[src/rtl/adc_iir_pkg.sv]
`timescale 1ns / 1ps
`default_nettype none

package adc_iir_pkg;

  localparam int NUM_CHANNELS = 12;
  localparam int CHAN_W       = 4;
  localparam int ADDR_W       = $clog2(NUM_CHANNELS);
  localparam int DATA_W       = 16;
  localparam int FILTER_SHIFT = 3;
  localparam int CFG_IDX_W    = 4;

  localparam logic [CHAN_W-1:0] LAST_CHANNEL = 4'd11;

  // ADC channel numbers.
  localparam logic [CHAN_W-1:0] CH_ANG0_C = 4'd0;
  localparam logic [CHAN_W-1:0] CH_ANG0_B = 4'd1;
  localparam logic [CHAN_W-1:0] CH_ANG0_A = 4'd2;
  localparam logic [CHAN_W-1:0] CH_ANG1_C = 4'd3;
  localparam logic [CHAN_W-1:0] CH_ANG1_B = 4'd4;
  localparam logic [CHAN_W-1:0] CH_ANG1_A = 4'd5;
  localparam logic [CHAN_W-1:0] CH_M1_C   = 4'd6;
  localparam logic [CHAN_W-1:0] CH_M1_B   = 4'd7;
  localparam logic [CHAN_W-1:0] CH_M1_A   = 4'd8;
  localparam logic [CHAN_W-1:0] CH_M0_C   = 4'd9;
  localparam logic [CHAN_W-1:0] CH_M0_B   = 4'd10;
  localparam logic [CHAN_W-1:0] CH_M0_A   = 4'd11;

  // Output quantity codes.
  localparam logic [CHAN_W-1:0] Q_M0_IA    = 4'd0;
  localparam logic [CHAN_W-1:0] Q_M0_IB    = 4'd1;
  localparam logic [CHAN_W-1:0] Q_M0_IC    = 4'd2;
  localparam logic [CHAN_W-1:0] Q_M1_IA    = 4'd3;
  localparam logic [CHAN_W-1:0] Q_M1_IB    = 4'd4;
  localparam logic [CHAN_W-1:0] Q_M1_IC    = 4'd5;
  localparam logic [CHAN_W-1:0] Q_M0_ANG_A = 4'd6;
  localparam logic [CHAN_W-1:0] Q_M0_ANG_B = 4'd7;
  localparam logic [CHAN_W-1:0] Q_M0_ANG_C = 4'd8;
  localparam logic [CHAN_W-1:0] Q_M1_ANG_A = 4'd9;
  localparam logic [CHAN_W-1:0] Q_M1_ANG_B = 4'd10;
  localparam logic [CHAN_W-1:0] Q_M1_ANG_C = 4'd11;

  // Configuration register indexes.
  localparam logic [CFG_IDX_W-1:0] REG_MOTOR0_SWAP = 4'd0;
  localparam logic [CFG_IDX_W-1:0] REG_MOTOR1_SWAP = 4'd1;
  localparam logic [CFG_IDX_W-1:0] REG_M0_OFFSET_A = 4'd2;
  localparam logic [CFG_IDX_W-1:0] REG_M0_OFFSET_B = 4'd3;
  localparam logic [CFG_IDX_W-1:0] REG_M0_OFFSET_C = 4'd4;
  localparam logic [CFG_IDX_W-1:0] REG_M1_OFFSET_A = 4'd5;
  localparam logic [CFG_IDX_W-1:0] REG_M1_OFFSET_B = 4'd6;
  localparam logic [CFG_IDX_W-1:0] REG_M1_OFFSET_C = 4'd7;

  typedef struct packed {
    logic                     motor0_swap;
    logic                     motor1_swap;
    logic signed [DATA_W-1:0] m0_offset_a;
    logic signed [DATA_W-1:0] m0_offset_b;
    logic signed [DATA_W-1:0] m0_offset_c;
    logic signed [DATA_W-1:0] m1_offset_a;
    logic signed [DATA_W-1:0] m1_offset_b;
    logic signed [DATA_W-1:0] m1_offset_c;
  } cfg_t;

endpackage

`default_nettype wire

[src/rtl/adc_iir_cfg.sv]
`timescale 1ns / 1ps
`default_nettype none

module adc_iir_cfg
  import adc_iir_pkg::*;
(
  input  wire logic                 clk,
  input  wire logic                 rst_n,
  input  wire logic                 cfg_valid,
  input  wire logic [CFG_IDX_W-1:0] cfg_index,
  input  wire logic [DATA_W-1:0]    cfg_data,
  output cfg_t                      cfg
);

  cfg_t cfg_r;

  always_ff @(posedge clk) begin
    if (!rst_n) begin
      cfg_r <= '0;
    end else if (cfg_valid) begin
      unique case (cfg_index)
        REG_MOTOR0_SWAP: cfg_r.motor0_swap <= cfg_data[0];
        REG_MOTOR1_SWAP: cfg_r.motor1_swap <= cfg_data[0];
        REG_M0_OFFSET_A: cfg_r.m0_offset_a <= cfg_data;
        REG_M0_OFFSET_B: cfg_r.m0_offset_b <= cfg_data;
        REG_M0_OFFSET_C: cfg_r.m0_offset_c <= cfg_data;
        REG_M1_OFFSET_A: cfg_r.m1_offset_a <= cfg_data;
        REG_M1_OFFSET_B: cfg_r.m1_offset_b <= cfg_data;
        REG_M1_OFFSET_C: cfg_r.m1_offset_c <= cfg_data;
        default: begin
        end
      endcase
    end
  end

  assign cfg = cfg_r;

endmodule

`default_nettype wire

[src/rtl/adc_iir_mem.sv]
`timescale 1ns / 1ps
`default_nettype none

module adc_iir_mem
  import adc_iir_pkg::*;
(
  input  wire logic              clk,
  input  wire logic              rst_n,
  input  wire logic              wr_en,
  input  wire logic [ADDR_W-1:0] wr_addr,
  input  wire logic [DATA_W-1:0] wr_data,
  input  wire logic              rd_en,
  input  wire logic [ADDR_W-1:0] rd_addr,
  output logic      [DATA_W-1:0] rd_data
);

  logic [DATA_W-1:0]       mem_r [NUM_CHANNELS];
  logic [NUM_CHANNELS-1:0] vld_r;
  logic [DATA_W-1:0]       rd_data_r;

  // An entry never written since reset reads as zero.
  always_ff @(posedge clk) begin
    if (!rst_n) begin
      vld_r <= '0;
    end else if (wr_en) begin
      vld_r[wr_addr] <= 1'b1;
    end
  end

  always_ff @(posedge clk) begin
    if (wr_en) begin
      mem_r[wr_addr] <= wr_data;
    end
    if (rd_en) begin
      rd_data_r <= vld_r[rd_addr] ? mem_r[rd_addr] : '0;
    end
  end

  assign rd_data = rd_data_r;

endmodule

`default_nettype wire

[src/rtl/adc_iir_calc.sv]
`timescale 1ns / 1ps
`default_nettype none

module adc_iir_calc
  import adc_iir_pkg::*;
(
  input  wire logic        [CHAN_W-1:0] chan,
  input  wire logic        [DATA_W-1:0] sample,
  input  wire logic signed [DATA_W-1:0] old,
  input  cfg_t                          cfg,
  output logic signed      [DATA_W-1:0] upd,
  output logic             [CHAN_W-1:0] quantity,
  output logic signed      [DATA_W-1:0] value
);

  logic signed [DATA_W-1:0] centred;
  logic signed [DATA_W-1:0] delta;
  logic signed [DATA_W-1:0] step;
  logic signed [DATA_W:0]   sum;
  logic signed [DATA_W-1:0] off;
  logic                     is_current;

  // Subtracting the midpoint from an unsigned word just flips its top bit.
  assign centred = {~sample[DATA_W-1], sample[DATA_W-2:0]};
  assign delta   = centred - old;
  assign step    = delta >>> FILTER_SHIFT;
  assign sum     = {old[DATA_W-1], old} + {step[DATA_W-1], step};

  always_comb begin
    if (sum[DATA_W] != sum[DATA_W-1]) begin
      upd = sum[DATA_W] ? {1'b1, {(DATA_W-1){1'b0}}} : {1'b0, {(DATA_W-1){1'b1}}};
    end else begin
      upd = sum[DATA_W-1:0];
    end
  end

  always_comb begin
    quantity   = Q_M0_IA;
    off        = '0;
    is_current = 1'b1;
    unique case (chan)
      CH_ANG0_C: begin quantity = Q_M0_ANG_C; is_current = 1'b0; end
      CH_ANG0_B: begin quantity = Q_M0_ANG_B; is_current = 1'b0; end
      CH_ANG0_A: begin quantity = Q_M0_ANG_A; is_current = 1'b0; end
      CH_ANG1_C: begin quantity = Q_M1_ANG_C; is_current = 1'b0; end
      CH_ANG1_B: begin quantity = Q_M1_ANG_B; is_current = 1'b0; end
      CH_ANG1_A: begin quantity = Q_M1_ANG_A; is_current = 1'b0; end
      CH_M1_C: begin
        quantity = Q_M1_IC;
        off      = cfg.m1_offset_c;
      end
      CH_M1_B: begin
        quantity = cfg.motor1_swap ? Q_M1_IA : Q_M1_IB;
        off      = cfg.motor1_swap ? cfg.m1_offset_a : cfg.m1_offset_b;
      end
      CH_M1_A: begin
        quantity = cfg.motor1_swap ? Q_M1_IB : Q_M1_IA;
        off      = cfg.motor1_swap ? cfg.m1_offset_b : cfg.m1_offset_a;
      end
      CH_M0_C: begin
        quantity = Q_M0_IC;
        off      = cfg.m0_offset_c;
      end
      CH_M0_B: begin
        quantity = cfg.motor0_swap ? Q_M0_IA : Q_M0_IB;
        off      = cfg.motor0_swap ? cfg.m0_offset_a : cfg.m0_offset_b;
      end
      default: begin
        quantity = cfg.motor0_swap ? Q_M0_IB : Q_M0_IA;
        off      = cfg.motor0_swap ? cfg.m0_offset_b : cfg.m0_offset_a;
      end
    endcase
  end

  assign value = is_current ? upd - off : upd;

endmodule

`default_nettype wire

[src/rtl/adc_phase_current_iir_frontend_top.sv]
// ADC front end with a first-order smoothing filter for each of twelve channels.
// Input channel: in_valid/in_stall carry one word of in_chan and in_sample; a word
// is taken at a clock edge with in_valid high and in_stall low. Words whose channel
// is above eleven are taken and dropped without touching any filter.
// Output channel: out_valid/out_stall carry out_quantity and out_value.
// Configuration: cfg_valid/cfg_ready with cfg_index and cfg_data; cfg_ready is
// always high. Write only while no word is in flight.
// The compute stage registers a taken word and the output register its result.
// One word per clock is sustained while the receiver does not stall: the filter
// memory is read as a word arrives and written back as it leaves the compute stage,
// and a one-entry bypass of the last write covers back-to-back words on one channel.
// When the receiver stalls, the result holds in the output register and the word
// behind it holds in the compute stage; in_stall rises only when both are full.
// Synchronous reset clears the configuration registers, empties the pipeline and
// makes every filter value read as zero at once, with no clearing pass.
`timescale 1ns / 1ps
`default_nettype none

module adc_phase_current_iir_frontend_top
  import adc_iir_pkg::*;
(
  input  wire logic                     clk,
  input  wire logic                     rst_n,
  input  wire logic                     in_valid,
  output logic                          in_stall,
  input  wire logic        [CHAN_W-1:0] in_chan,
  input  wire logic        [DATA_W-1:0] in_sample,
  output logic                          out_valid,
  input  wire logic                     out_stall,
  output logic             [CHAN_W-1:0] out_quantity,
  output logic signed      [DATA_W-1:0] out_value,
  input  wire logic                     cfg_valid,
  output logic                          cfg_ready,
  input  wire logic     [CFG_IDX_W-1:0] cfg_index,
  input  wire logic        [DATA_W-1:0] cfg_data
);

  cfg_t cfg;

  logic                     accept;
  logic                     in_range;
  logic                     out_free;
  logic                     s1_adv;

  logic                     s1_vld_r, s1_vld_nxt;
  logic        [CHAN_W-1:0] s1_chan_r;
  logic        [DATA_W-1:0] s1_sample_r;

  logic                     byp_vld_r;
  logic        [ADDR_W-1:0] byp_addr_r;
  logic signed [DATA_W-1:0] byp_data_r;

  logic        [DATA_W-1:0] rd_data;
  logic signed [DATA_W-1:0] old;
  logic signed [DATA_W-1:0] upd;
  logic        [CHAN_W-1:0] quantity;
  logic signed [DATA_W-1:0] value;

  logic                     out_valid_r, out_valid_nxt;
  logic        [CHAN_W-1:0] out_quantity_r;
  logic signed [DATA_W-1:0] out_value_r;

  assign cfg_ready = 1'b1;

  adc_iir_cfg u_cfg (
    .clk       (clk),
    .rst_n     (rst_n),
    .cfg_valid (cfg_valid),
    .cfg_index (cfg_index),
    .cfg_data  (cfg_data),
    .cfg       (cfg)
  );

  assign out_free = !out_valid_r || !out_stall;
  assign s1_adv   = s1_vld_r && out_free;
  assign in_stall = s1_vld_r && !out_free;
  assign accept   = in_valid && !in_stall;
  assign in_range = in_chan <= LAST_CHANNEL;

  always_comb begin
    s1_vld_nxt = s1_vld_r;
    if (s1_adv || !s1_vld_r) begin
      s1_vld_nxt = accept && in_range;
    end
  end

  always_ff @(posedge clk) begin
    if (!rst_n) begin
      s1_vld_r <= 1'b0;
    end else begin
      s1_vld_r <= s1_vld_nxt;
    end
  end

  always_ff @(posedge clk) begin
    if (accept) begin
      s1_chan_r   <= in_chan;
      s1_sample_r <= in_sample;
    end
  end

  adc_iir_mem u_mem (
    .clk     (clk),
    .rst_n   (rst_n),
    .wr_en   (s1_adv),
    .wr_addr (s1_chan_r[ADDR_W-1:0]),
    .wr_data (upd),
    .rd_en   (accept && in_range),
    .rd_addr (in_chan[ADDR_W-1:0]),
    .rd_data (rd_data)
  );

  // The bypass always holds the most recent write, so a match is never stale.
  always_ff @(posedge clk) begin
    if (!rst_n) begin
      byp_vld_r <= 1'b0;
    end else if (s1_adv) begin
      byp_vld_r <= 1'b1;
    end
  end

  always_ff @(posedge clk) begin
    if (s1_adv) begin
      byp_addr_r <= s1_chan_r[ADDR_W-1:0];
      byp_data_r <= upd;
    end
  end

  assign old = (byp_vld_r && byp_addr_r == s1_chan_r[ADDR_W-1:0]) ? byp_data_r : rd_data;

  adc_iir_calc u_calc (
    .chan     (s1_chan_r),
    .sample   (s1_sample_r),
    .old      (old),
    .cfg      (cfg),
    .upd      (upd),
    .quantity (quantity),
    .value    (value)
  );

  always_comb begin
    out_valid_nxt = out_valid_r;
    if (out_free) begin
      out_valid_nxt = s1_vld_r;
    end
  end

  always_ff @(posedge clk) begin
    if (!rst_n) begin
      out_valid_r <= 1'b0;
    end else begin
      out_valid_r <= out_valid_nxt;
    end
  end

  always_ff @(posedge clk) begin
    if (s1_adv) begin
      out_quantity_r <= quantity;
      out_value_r    <= value;
    end
  end

  assign out_valid    = out_valid_r;
  assign out_quantity = out_quantity_r;
  assign out_value    = out_value_r;

endmodule

`default_nettype wire
[config.mk]
export PLATFORM = sky130hd
export DESIGN_NAME = adc_phase_current_iir_frontend_top
export DESIGN_NICKNAME = d
export VERILOG_FILES = /design/src/rtl/adc_iir_pkg.sv /design/src/rtl/adc_iir_cfg.sv /design/src/rtl/adc_iir_mem.sv /design/src/rtl/adc_iir_calc.sv /design/src/rtl/adc_phase_current_iir_frontend_top.sv
export SDC_FILE = /design/constraint.sdc
export NUM_CORES = 1
export LEC_CHECK = 0
export BUFFER_PORTS_ARGS = -buffer_cell sky130_fd_sc_hd__buf_2
export CORE_MARGIN = 1
export CORE_UTILIZATION = 62
export DETAILED_ROUTE_END_ITERATION = 8
export PLACE_DENSITY = 0.76
export SKIP_LAST_GASP = 1
export SYNTH_ARGS = -nofsm -noshare
export SYNTH_HDL_FRONTEND = slang
export SYNTH_SLANG_ARGS = --single-unit
export TNS_END_PERCENT = 100
[constraint.sdc]
create_clock -name clk -period 12.6 [get_ports clk]
set_input_delay 3.15 -clock clk [delete_from_list [all_inputs] [get_ports clk]]
set_output_delay 3.15 -clock clk [all_outputs]
set_load 0.01 [all_outputs]
### Word-level counts from Yosys, hierarchy flattened

Memories as Yosys holds them, arrays and structs flattened. A register that Yosys moved wholly into a read port is not among the register bits.
Cells that the tools add are included.

| storage, ports and cells | value |
|---|---|
| flip-flop bits (word level) | 173 |
| RAM bits | 192 |
| word-level logic and storage cells | 92 |
| memories | 1 |

Memories:

| name | depth | width | read ports | clocked after Yosys merged registers in | wr ports | line | source |
|---|---|---|---|---|---|---|---|
| u_mem.mem_r | 12 | 16 | 1 | 1 | 1 | adc_iir_mem.sv:17 | `logic [DATA_W-1:0] mem_r [NUM_CHANNELS];` |

| operators by class | value |
|---|---|
| $add $sub $neg | 3 |
| magnitude comparators | 4 |
| equal/unequal tests | 19 |
| muxes and demuxes | 20 |
| bitwise operators | 2 |
| reductions and logical operators | 25 |

Operators with widths:

| cell | count |
|---|---|
| $mux W16 | 8 |
| $pmux W16 S6 | 1 |
| $pmux W4 S11 | 1 |
| $eq A4 B3 Y1 const B | 8 |
| $sub A16 B16 Y16 | 2 |
| $add A16 B13 Y17 | 1 |
| $eq A4 B2 Y1 const B | 4 |
| $reduce_and A2 Y1 | 8 |
| $eq A4 B4 Y1 const B | 3 |
| $or A12 B12 Y12 | 1 |
| $lt A4 B5 Y1 const B | 2 |
| $eq A4 B1 Y1 const B | 2 |
| $logic_not A4 Y1 | 2 |
| $logic_and A1 B1 Y1 | 6 |
| $logic_not A1 Y1 | 6 |
| $mux W1 | 6 |
| $mux W3 | 2 |
| $reduce_or A6 Y1 | 1 |
| $bmux W1 S4 | 1 |
| $demux W1 S4 | 1 |
| $eq A4 B4 Y1 | 1 |
| $ge A4 B1 Y1 const B | 1 |
| $le A4 B4 Y1 const B | 1 |
| $logic_or A1 B1 Y1 | 2 |
| other kinds (2) | 2 |

### Depth between registers and ports, before layout

| depth | value |
|---|---|
| word-level depth | 9 |
| depth in mapped cells | 47 |

### Hierarchy

From an unflattened synthesis, not the netlist that was laid out.

| second synthesis, totals | value |
|---|---|
| cell total of the unflattened synthesis | 1309 |
| area, all modules | 17695.7 um^2 |

By module, submodules not included:

| module | instances | cells each | area each (um^2) | sequential area each (um^2) |
|---|---|---|---|---|
| adc_iir_mem | 1 | 373 | 8265.4 | 6486.2 |
| adc_iir_calc | 1 | 491 | 3637.2 | 0.0 |
| adc_iir_cfg | 1 | 343 | 3595.9 | 1961.9 |
| adc_phase_current_iir_frontend_top | 1 | 102 | 2197.1 | 1861.8 |

### Least setup slack after synthesis

No wires, ideal clock.

| timing | value |
|---|---|
| kind | reg2reg |
| start | register s1_chan_r[1] |
| end | register out_value_r[14] (netlist: out_value[14]), data pin |
| setup time | 0.260 ns |
| data arrival time | 8.866 ns |
| data required time | 12.340 ns |
| path slack | 3.475 ns |
| cell stages (with the launch flop) | 46 |
| cells stage by stage | edfxtp_1 buf_4 xnor2_2 nand2_1 nor2_1 clkbuf_1 mux2_2 inv_1 ha_1 buf_1 o211ai_1 nor4_1 nor3_1 nand3_1 a22oi_2 o21bai_4 a21oi_1 o21bai_1 (+10 left out) buf_4 maj3_2 inv_1 ha_1 fa_1 nor2b_1 o21ai_0 a21boi_0 o21ai_0 a21boi_0 o21ai_0 a21boi_0 o21ai_0 nand2b_1 a31oi_1 o21ai_0 xor2_1 mux2_2 |

| between the ends | value |
|---|---|
| word-level cells in the longest chain between the ends | 9 |
| elaborated cells between the ends (all ways) | 23 |
| classes of those cells | add/sub: 3; eq/ne: 12; mux: 5; reduce/logical: 3 |

RTL lines:

| element | line | source |
|---|---|---|
| start, declared | adc_phase_current_iir_frontend_top.sv:46 | `logic [CHAN_W-1:0] s1_chan_r;` |
| start signal, assigned | adc_phase_current_iir_frontend_top.sv:97 | `s1_chan_r <= in_chan;` |
| $eq A4 B4 Y1 * | adc_phase_current_iir_frontend_top.sv:129 | `assign old = (byp_vld_r && byp_addr_r == s1_chan_r[ADDR_W-1:0]) ? byp_data_r : rd_data;` |
| $logic_and A1 B1 Y1 * | adc_phase_current_iir_frontend_top.sv:129 |  |
| $mux W16 * | adc_phase_current_iir_frontend_top.sv:129 |  |
| $sub A16 B16 Y16 | adc_iir_calc.sv:25 | `assign delta = centred - old;` |
| $add A16 B13 Y17 * | adc_iir_calc.sv:27 | `assign sum = {old[DATA_W-1], old} + {step[DATA_W-1], step};` |
| $mux W16 / $ne A1 B1 Y1 (equally long branches) | adc_iir_calc.sv:31, adc_iir_calc.sv:30 |  |
| $mux W16 * | adc_iir_calc.sv:30 | `if (sum[DATA_W] != sum[DATA_W-1]) begin` |
| net u_calc.upd[0] | adc_iir_calc.sv:11 | `output logic signed [DATA_W-1:0] upd,` |
| $sub A16 B16 Y16 * | adc_iir_calc.sv:75 | `assign value = is_current ? upd - off : upd;` |
| $mux W16 * | adc_iir_calc.sv:75 |  |
| net u_calc.value[14] | adc_iir_calc.sv:13 | `output logic signed [DATA_W-1:0] value` |
| end signal, assigned | adc_phase_current_iir_frontend_top.sv:159 | `out_value_r <= value;` |
| end, declared | adc_phase_current_iir_frontend_top.sv:61 | `logic signed [DATA_W-1:0] out_value_r;` |

Mark *: on every way through the listed nets, which the timed path passes. The rest lies on a longest branch.
A chain may end at the register's enable or synchronous reset.

### Worst setup path after layout

| timing | value |
|---|---|
| start | register s1_chan_r[0] |
| end | register out_value_r[14] (netlist: out_value[14]), data pin |

The elaborated chain is that of the path after synthesis.

==> impl_results.md <==
* Effective utilization at floorplan at 63.4%
* Final hold violation count at 0
* Most repeated library cell on the critical path: sky130_fd_sc_hd__o21ai_0
* CTS clock-pin slew for the worst setup and hold paths at 60 ps
* Nature of the critical path endpoint: register
* Slew Limit Headroom at 26.9%
* Total leakage power at 7.25 nW
* Worst R2R Start: s1_chan_r[0]$_DFFE_PP_
* Number of placement rows at 62
* Number of remaining DRC errors at 0
* Core area at 28900 sq um
* Clock power share at 33.3%
* Total vias in the final route at 12300
* Number of iterations in the first detailed-routing pass at 6
* Core occupancy in the finished layout at 71.0%
* Crit path required time at 12890 ps
* Highest-delay cell along the critical path: sky130_fd_sc_hd__edfxtp_1
* Worst-Margin Slew at 1100 ps
* Post-Synthesis Net Count at 1571
* Ratio of routed vias to standard cells at 6.28
* Post-route standard cell area excluding fillers at 20500 sq um
* Count of pins over their slew limit at 0
* Final number of setup-violating endpoints at 0
* Pin count of the biggest net entering global routing at 94
* TritonCTS clock tree: built
* Die Span Y at 174 um
* Number of buffers created by CTS at 41
* Xor/xnor share of the synthesized area at 2.34%
* H-Tree Level Count at 2
* Insertion delay of the later-clocked pin in the worst-skew pair at 530 ps
* Total overflow reported by the global router at 0
* Outcome: complete, no violations
* Pwr Density at 186 nW/um^2
* Routed wirelength normalized by instance count at 23.0 um
* GRT Overall Usage at 30.2%
* Overall die area at 30300 sq um
* Final worst-path setup slack at 2160 ps
* Crit path launch type: register
* Worst setup path startpoint: s1_chan_r[0]$_DFFE_PP_
* Share of total power consumed by net switching at 29.7%
* Post-Synth Adder-Cell Area at 3.52%
* Portion of total power attributed to sequential cells at 41.9%
* Class of the most critical setup path: reg -> reg
* Final worst path period share at 82.9%
* Ranking of synthesized cells by area: sky130_fd_sc_hd__edfxtp_1 (44%), sky130_fd_sc_hd__dfxtp_1 (12%), sky130_fd_sc_hd__mux4_2 (6.3%), sky130_fd_sc_hd__mux2i_1 (5.8%), sky130_fd_sc_hd__nand2_1 (3.8%)
* Count of input and output buffers at 66
* Share of Yosys cell area claimed by the top area cell type at 43.9%
* Largest stage delay on the critical path at 840 ps
* Mux cell area share after synthesis at 12.8%
* Diode insertion count for antenna repair at 0
* Post-detailed-route count of antenna-violating nets at 0
* Worst slack, placed at 2410 ps
* Setup repair after global routing missed its margin: false
* Simple-gate share of the synthesized area at 10.8%
* Number of antenna violations at the first check in global routing at 0
* Final Power at 3.81 mW
* Number of flops mapped to enable cells by yosys at 268
* Flops & latches, synth at 381
* Arrival time reported for the critical path endpoint at 10730 ps
* Total detailed-routing wirelength at 45100 um
* GP Congestion at 0.870
* Final critical path time including I/O delays and setup at 10440 ps
* Netlist area before placement at 18300 sq um
* Filler cells at 1995
* Leading cell types in the layout, fill and taps excluded: sky130_fd_sc_hd__edfxtp_1 (268), sky130_fd_sc_hd__nand2_1 (185), sky130_fd_sc_hd__dfxtp_1 (112)
* Distinct cell type count after synthesis at 78
* Final-layout setup total negative slack at 0 ps
* Switching power total at 1.13 mW
* Vias in the first global route at 12300
* Growth of design area from synthesis to finish at 12.0%
* Clock root buffer: sky130_fd_sc_hd__clkbuf_16
* Internal Pwr Total at 2.68 mW
* Violation count after the first detailed-route iteration at 1159
* Cts repair resizes at 0
* Number of maximum-capacitance constraint violations at 0
* Flip-flop cell with the highest count after synthesis: sky130_fd_sc_hd__edfxtp_1
* Gate power share at 24.8%
* Worst Hold Class: reg -> reg
* Hold_buf cts at 0
* Die width at 174 um
* Beginning of the worst hold path: u_cfg.cfg[61]$_SDFFE_PN0P_
* Fraction of layout instances using a drive strength above 1 at 17.1%
* CTS sink cnt at 381
* Most frequent standard cell in the layout excluding fill and tap cells: sky130_fd_sc_hd__edfxtp_1
* Maximum vdd drop at 0.000116 V
* Largest clock skew in the final design at 20.9 ps
* Crit path max fanout at 20
* Area of combinational cells with multiple inputs at 7560 sq um
* Main combinational cell family by area after synthesis: multiplexers
* Post-synthesis sequential area ratio at 56.2%
* Maximum frequency from static timing analysis at 0.0958 GHz
* HPWL Detailed at 28400 um
* Post-CTS setup buffer count at 0
* Wire length of the first global-routing pass at 69800 um
* Cell type with the largest total area after synthesis: sky130_fd_sc_hd__edfxtp_1
* Layout Nets at 1630
* Ys async rst share at 0%
* Register Area at 10300 sq um
* Maximum buffer depth of the clock tree at 3
* Yosys Warn Count at 0
* Average cell area after synthesis at 12.3 sq um
* Num ports at 68
* Fraction of the mapped netlist area in compound gates at 11.5%
* Synth Instances at 1488
* Placed Area at 19100 sq um
-- power groups by stage --
stage | clock [mW] | sequential [mW] | combinational (mW)
after detailed placement | 0 | 1.62 | 0.924
after global routing | 1.34 | 1.60 | 1.03
final | 1.27 | 1.60 | 0.945
after floorplan | 0 | 1.61 | 0.635
after CTS | 1.29 | 1.60 | 0.935
after global placement | 0 | 1.62 | 0.898
-- registers in the layout (all words and copies together) (netlist names) --
signal and count:
u_cfg.cfg 98, u_mem.mem_r 192, s1_sample_r 16, s1_vld_r 1, out_valid 1, u_mem.vld_r 12
s1_chan_r 4, u_mem.rd_data 16, byp_data_r 16, byp_addr_r 4, byp_vld_r 1, out_value 16
out_quantity 4
-- cell type report --
type	count	area share (%)
sequential	381	50.2
multi-input combinational	979	36.8
clock buffer	53	5.52
timing repair buffer	99	2.83
tap	384	2.34
clock inverter	21	1.47
inverter	45	0.822
-- Yosys cell counts, drive strengths merged, types with 13 or more instances --
cell type / n
a211oi: 20
a21boi: 59
a21o: 13
a21oi: 36
a22o: 15
a22oi: 18
and2: 24
buf: 25
clkbuf: 58
dfxtp: 113
edfxtp: 268
ha: 37
inv: 45
maj3: 15
mux2i: 106
mux4: 51
nand2: 185
nand3: 21
nor2: 45
nor2b: 65
nor3: 17
o21a: 17
o21ai: 66
xnor2: 31
-- critical path: cells and delay by family (launching register included) --
| kind | cells | cell delay (ps) |
|---|---|---|
| flops | 1 | 840 |
| xor+xnor | 4 | 730 |
| fa+ha+maj | 5 | 1750 |
| mux | 2 | 640 |
| compound gates | 21 | 4290 |
| buf+inv | 3 | 370 |
| simple gates | 7 | 1570 |
-- final timing paths --
path	depth (start not counted)	slack, ps	endpoint
min reg2reg	2	470	u_cfg.cfg[61]$_SDFFE_PN0P_
max	42	2160	out_value[14]$_DFFE_PP_
max reg2reg	42	2160	out_value[14]$_DFFE_PP_
min	2	470	u_cfg.cfg[61]$_SDFFE_PN0P_
-- routing by layer --
metal | vias to the layer above | track usage, % | routed length (um)
li1 | 5644 | - | -
met1 | 6024 | 39.3 | 18000
met2 | 543 | 50.9 | 22100
met3 | 115 | 4.46 | 3330
met4 | 0 | 12.9 | 1700
met5 | - | 0 | 0
-- cells by family after synthesis --
family,after synthesis
AOI/OAI and AO/OA,301
xor gates and xnor gates,44
adders and majority gates,53
buffers and inverters,128
DFF,381
muxes,169
other,1
and+or+nand+nor,411
-- stage by stage --
| step | std cells | hold WS, ps |
|---|---|---|
| 4_1_cts | 1962 | 466 |
| 3_5_place_dp | 1888 | 451 |
| 6_report | 1962 | 466 |
| 3_3_place_gp | 1888 | 442 |
| 2_1_floorplan | 1488 | 421 |
| 5_1_grt | 1962 | 484 |
(Power assumes the default switching activity.)
